--- src/rtl/core/ifr_ram.sv ---
// ----------------------------------------------------------------------------
// ifr_ram
// generic single write port ram with registered read
// ----------------------------------------------------------------------------
module ifr_ram #(
  parameter int W  = 8,
  parameter int D  = 16,
  parameter int AW = 4
) (
  input  logic          clk,
  input  logic          we,
  input  logic [AW-1:0] waddr,
  input  logic [W-1:0]  wdata,
  input  logic [AW-1:0] raddr,
  output logic [W-1:0]  rdata
);

  logic [W-1:0] mem_r [D];
  logic [W-1:0] rdata_r;

  always_ff @(posedge clk) begin
    if (we) begin
      mem_r[waddr] <= wdata;
    end
    rdata_r <= mem_r[raddr];
  end

  assign rdata = rdata_r;

endmodule

--- config.mk ---
export PLATFORM = sky130hd
export DESIGN_NAME = ifr_ram
export DESIGN_NICKNAME = d
export VERILOG_FILES = /design/src/rtl/core/ifr_ram.sv
export SDC_FILE = /design/constraint.sdc
export NUM_CORES = 1
export LEC_CHECK = 0
export BUFFER_PORTS_ARGS = -buffer_cell sky130_fd_sc_hd__buf_2
export CAP_MARGIN = 20
export CORE_MARGIN = 2
export CORE_UTILIZATION = 59
export DETAILED_ROUTE_END_ITERATION = 8
export GPL_ROUTABILITY_DRIVEN = 0
export GPL_TIMING_DRIVEN = 0
export HOLD_SLACK_MARGIN = 0.05
export PLACE_DENSITY = 0.77
export SYNTH_ARGS = -nofsm -noshare
export SYNTH_HDL_FRONTEND = slang
export SYNTH_SLANG_ARGS = --single-unit
--- constraint.sdc ---
create_clock -name clk -period 4.32 [get_ports clk]
set_clock_uncertainty 0.05 [all_clocks]
set_input_delay 0.216 -clock clk [delete_from_list [all_inputs] [get_ports clk]]
set_output_delay 0.216 -clock clk [all_outputs]
set_load 0.01 [all_outputs]
==> impl_metrics.ini, run 1 <==
[clock_tree]
cts_hold_buffers = 5
post_cts_resized = 0
worstSkewPairLatency_ns = 0.52
cts_tree = done
cts_root_buffer = clkbuf_8
cts_max_level = 4
clk_pin_slew_worst_paths_ns = 0.06
clock-sinks = 136
cts_setup_buffers = 0
numCtsBuffers = 17
cts_buffer_depth = 2

[global_route]
antenna_found_initial = 0
grt_max_degree = 17
grt-ovfl-total = 0
grt_pass1_vias = 2377
grt_use_total_pct = 21.78
grt_pass1_wl_mm = 14.37

[cells_and_area]
layout-drive-gt1-share_pct = 29.59
fin_util_pct = 70.85
final_nets = 299
area_growth_pct = 18.28
diodes = 0

[logic_synthesis]
synth_area_mm2 = 0.005147
synth_cell_types = 19
ys_ff_latch = 136
syn_nets = 247
yosysWarnings = 0
synth_top_area_share_pct = 74.67
synth_area_leaders = edfxtp_1 75%, mux4_2 7.9%, mux4_1 7.1%, dfxtp_1 3.1%, a22oi_1 2.3%
synthCells = 229
ys_seq_area_share_pct = 77.78
synth_area_leader_cell = edfxtp_1
synth_area_per_cell_um2 = 22.48

[sta]
period_minus_slack_ns = 1.512
period_share_pct = 35.00
slew_headroom_pct = 44.85
hold_viol_final = 0
finalMaxSlewViolations = 0
tightestPinTransition_ns = 0.8209
finalSetupViolCount = 0
rsz0062_at_grt = false
final.setup.tns_ns = 0
fmax_ghz = 0.6613

[pwr]
switching_share_pct = 19.67
p_seq_share_pct = 47.9
p_switching_uw = 609.4
irDropWorstVdd_mv = 0.3856
combPwrFrac_pct = 4.7
power.internal_mw = 2.488
p_per_area_mw_per_mm2 = 508.7
power_frac_clock_pct = 47.4
p_leak_nw = 2.072

[worst_setup_path]
rrSetupSlack_ns = 2.81
reg2reg_from = mem_r[5][0]
critPathKind = reg -> reg
cp_cell_sequence = mux4_1 -> a22oi_1 -> nand2_1
rr_endpoint = rdata[0]
slowest_delay_ns = 0.56
arrival_ns = 1.86
critPathCaptureType = flip-flop
cp_slowest_cell = mux4_1
critPathTopFamily = multiplexers
reg2reg_depth = 3
critical_path_buf_inv_count = 0
path_max_fanout = 1
crit_path_start_kind = flip-flop
cp.required_ns = 4.67

[routing]
wl_per_cell_um = 23.88
drt_wl_total_mm = 9.600
first_pass_iters = 5
viasPerCell = 6.157
initialDrtViolationCount = 338
vias = 2475
ant_nets = 0
drc = 0

[floorplanning]
die_area_mm2 = 0.009488
fp.dieW_um = 97.41
num_rows = 34
initial_core_util_pct = 59.90
io_pins = 26
die_h_um = 97.41
coreArea_mm2 = 0.008593

[worst_hold_path]
hold_depth = 1
hold_end = mem_r[4][0]
holdCritStartpoint = wdata[0]
min-delay-path-class = in -> reg

[placement]
port_buffers = 24
hpwl_mm = 5.850

[status]
status = completed

[run]
cap_violations = 0
-- kinds of logic (layout without fill, tap and decap cells) --
| logic type | count (synthesis) | in the layout | share of synthesized area (%) |
|---|---|---|---|
| flip-flops | 136 | 136 | 77.78 |
| AND/OR/NAND/NOR | 35 | 35 | 3.184 |
| AO/OA/AOI/OAI | 16 | 16 | 2.334 |
| multiplexers | 32 | 32 | 15.02 |
| buffers and inverters | 10 | 75 | 1.677 |
-- cells in the final DEF (no fill, tap or decap) --
cell type and count:
clkinv_2 3, bufinv_16 4, nor3_1 4, buf_2 29, and2_1 1, nor2b_1 1
mux4_1 14, nor2_1 13, clkinv_4 2, dfxtp_1 8, a22oi_1 16, buf_6 3
and2b_1 1, nand2b_1 2, mux4_2 18, nand3b_1 2, clkbuf_8 2, clkbuf_1 2
clkbuf_16 16, buf_4 3, clkdlybuf4s25_2 3, dlygate4sd3_1 5, clkinvlp_4 3, nand2_1 9
nand3_1 1, or3b_2 1, edfxtp_1 128
-- metrics by stage --
stage | hold WS (ns) | power, mW | std cells | setup slack, ns | cell area [µm²]
3_5_place_dp | 0.5581 | 1.651 | 365 | 2.397 | 5428
5_1_grt | 0.05077 | 3.170 | 402 | 2.805 | 6088
6_report | 0.05926 | 3.097 | 402 | 2.808 | 6088
3_3_place_gp | 0.5572 | 1.644 | 361 | 2.026 | 5403
2_1_floorplan | 0.2649 | 1.588 | 229 | 2.561 | 5147
4_1_cts | 0.05151 | 3.105 | 402 | 2.828 | 6088
-- worst reg2reg max path, stage by stage (launching register included) --
cell,delay (ns)
edfxtp_1,0.35
mux4_1,0.56
a22oi_1,0.34
nand2_1,0.09
-- power by group through the flow --
stage                     Clock [mW]  Combinational (mW)  Sequential [mW]
final                           1.47               0.146             1.48
after global routing            1.53               0.156             1.48
after CTS                       1.47               0.147             1.48
after detailed placement           0               0.142             1.51
after global placement             0               0.137             1.51
after floorplan                    0              0.0749             1.51
-- synth_stat cells --
library cell       n
a22oi_1           16
and2_1             1
and2b_1            1
buf_2              3
buf_4              1
buf_6              3
clkdlybuf4s25_2    3
dfxtp_1            8
edfxtp_1         128
mux4_1            14
mux4_2            18
nand2_1            9
nand2b_1           2
nand3_1            1
nand3b_1           2
nor2_1            13
nor2b_1            1
nor3_1             4
or3b_2             1
-- worst max-delay path by stage --
stage,startpoint,to,slack (ns),cells after the start
5_1_grt,mem_r[5][0],rdata[0],2.80,3
3_3_place_gp,waddr[2],mem_r[0][7],2.03,3
4_1_cts,mem_r[5][0],rdata[0],2.83,3
6_report,mem_r[5][0],rdata[0],2.81,3
3_5_place_dp,waddr[2],mem_r[2][2],2.40,3
2_1_floorplan,waddr[2],mem_r[0][0],2.56,2
-- cell type report --
| class | count | area (µm²) |
|---|---|---|
| sequential | 136 | 4004 |
| fill | 501 | 2505 |
| multi-input combinational | 83 | 1057 |
| clock buffer | 20 | 435.4 |
| timing repair buffer | 33 | 195.2 |
| clock inverter | 12 | 175.2 |
| tap | 108 | 135.1 |
| buffer | 10 | 86.33 |
-- metal layers --
metal | vias up | global-route usage [%] | share of wire, %
met5 | - | 0 | 0
met4 | 0 | 7.906 | 1.6
met3 | 16 | 5.755 | 7.3
met2 | 119 | 32.47 | 49
met1 | 1261 | 31.92 | 42
li1 | 1079 | - | -
-- sequential cells by signal, indices dropped and copies added (netlist names) --
register  cells
rdata         8
mem_r       128
Note: power is estimated with default switching activity, not from simulation.
==> inputs of run 2 (changes only) <==
==> constraint.sdc (replaced) <==
create_clock -name clk -period 1.55 [get_ports clk]
set_clock_uncertainty 0.05 [all_clocks]
set_input_delay 0.0775 -clock clk [delete_from_list [all_inputs] [get_ports clk]]
set_output_delay 0.0775 -clock clk [all_outputs]
set_load 0.01 [all_outputs]
==> run 2 against run 1 <==
Effect of this change:
- hold slack gained 0.0077 ns
- combinational power rose to 2.9 times the previous value
- highest routed layer unchanged
- setup slack worse by 2.7 ns
- cell area grew 1.6%
- register-to-register slack lost 2.7 ns
- largest cell class unchanged
- final cell count increased by 1.7%
- power increased to 2.8 times the previous value
==> impl_metrics.ini, run 2 (synthesized netlist as in run 1, its figures left out) <==
[status]
status = completed

[worst_setup_path]
critPathKind = reg -> reg
rr_endpoint = rdata[1]
critPathTopFamily = multiplexers
cp.required_ns = 1.89
cp_cell_sequence = mux4_1 -> a22oi_1 -> nand2_1
slowest_delay_ns = 0.58
reg2reg_from = mem_r[5][1]
rrSetupSlack_ns = 0.06
crit_path_start = mem_r[5][1]
critPathCaptureType = flip-flop
crit_end = rdata[1]
crit_path_start_kind = flip-flop
reg2reg_depth = 3
arrival_ns = 1.83
cp_num_cells = 3
critical_path_buf_inv_count = 0
cp_slowest_cell = mux4_1
path_max_fanout = 1

[sta]
tightestPinTransition_ns = 0.8246
finalSetupViolCount = 0
fmax_ghz = 0.6726
period_minus_slack_ns = 1.487
period_share_pct = 95.91
hold_viol_final = 0
hold_slack_ns = 0.06693
slew_headroom_pct = 44.82
finalMaxSlewViolations = 0
rsz0062_at_grt = false

[cells_and_area]
layout.cells.non_filler = 409
multi_input_area_mm2 = 0.001067
mostFrequentLayoutCells = 128 x edfxtp_1, 29 x buf_2, 18 x mux4_2, 16 x clkbuf_16, 15 x a22oi_1
layout-drive-gt1-share_pct = 28.90
final_nets = 306
largest_register_ffs = 128
area_growth_pct = 20.13
n_fill_cell = 484
seq_area_mm2 = 0.004004
diodes = 0
layout_commonest_cell = edfxtp_1
largest-register = mem_r

[routing]
vias = 2469
initialDrtViolationCount = 283
viasPerCell = 6.037
ant_nets = 0
wl_per_cell_um = 24.05
drt_wl_total_mm = 9.837
first_pass_iters = 5
drc = 0

[clock_tree]
worstSkewPairLatency_ns = 0.51
cts_max_level = 4
clock-sinks = 136
cts_root_buffer = clkbuf_8
cts_tree = done
cts_buffer_depth = 2
numCtsBuffers = 17
clk_pin_slew_worst_paths_ns = 0.06

[global_route]
grt_max_degree = 17
grt-ovfl-total = 0
grt_pass1_wl_mm = 14.95
antenna_found_initial = 0
grt_pass1_vias = 2539
grt_use_total_pct = 22.52

[pwr]
p_per_area_mw_per_mm2 = 1405
p_leak_nw = 2.124
irDropWorstVdd_mv = 0.7444
total_power_mw = 8.690

[worst_hold_path]
min-delay-path-class = in -> reg

[floorplanning]
die_h_um = 97.41
num_rows = 34
die_area_mm2 = 0.009488
fp.dieW_um = 97.41
coreArea_mm2 = 0.008593
initial_core_util_pct = 59.90
io_pins = 26

[placement]
hpwl_mm = 6.060
placedCellCount = 364
port_buffers = 24

[run]
cap_violations = 0
[run 2: worst min path at each step]
stage | start | endpoint | slack [ns] | cells after the start
finish | raddr[0] | rdata[7] | 0.07 | 4
global route | raddr[0] | rdata[7] | 0.07 | 4
CTS | raddr[0] | rdata[7] | 0.05 | 4
detailed placement | rdata[0] | rdata[0] | 0.42 | 1
global placement | rdata[0] | rdata[0] | 0.42 | 1
floorplan | wdata[0] | mem_r[0][0] | 0.13 | 0
[run 2: cell type report]
type | instances | share of cell area [%]
clock inverters | 8 | 2.307
flip-flops and latches | 136 | 64.75
clock buffers | 24 | 7.770
well taps | 108 | 2.185
repair buffers | 40 | 4.330
multi-input cells | 83 | 17.26
plain buffers | 10 | 1.396
[run 2: per-stage QoR]
step,setup WS [ns],area [µm²],TNS [ns],util (%)
after global routing,0.03222,6183,0,71.96
after CTS,0.02275,6178,0,71.90
after floorplan,0.1564,5152,0,-
after detailed placement,-0.2734,5425,-8.115,63.13
after global placement,-0.3726,5408,-13.31,62.93
final,0.06332,6183,0,71.96
[run 2: timing repair]
action | 4_1_cts | 5_1_grt
endpoints found under the hold margin | 146 | 0
resized for setup | 0 | 1
hold buffers | 13 | 0
endpoints found under the setup margin | 0 | 1
buffers inserted | 0 | 0
[run 2: worst register-to-register path, cell delays in order, from the launching register on]
cell and delay [ns]:
edfxtp_1 0.40, mux4_1 0.58, a22oi_1 0.27, nand2_1 0.08
[run 2: power by group]
group | internal [mW] | switching, mW | total, mW
combinational | 0.183 | 0.239 | 0.422
clock | 2.78 | 1.36 | 4.13
sequential | 4.11 | 0.0199 | 4.13
total | 7.07 | 1.62 | 8.69
[run 2: routing by layer]
layer / global-route usage (%) / share of wire (%)
met3: 6.043 / 6.2
met5: 0 / 0
met2: 34.69 / 51
met1: 31.78 / 41
met4: 8.120 / 2.2
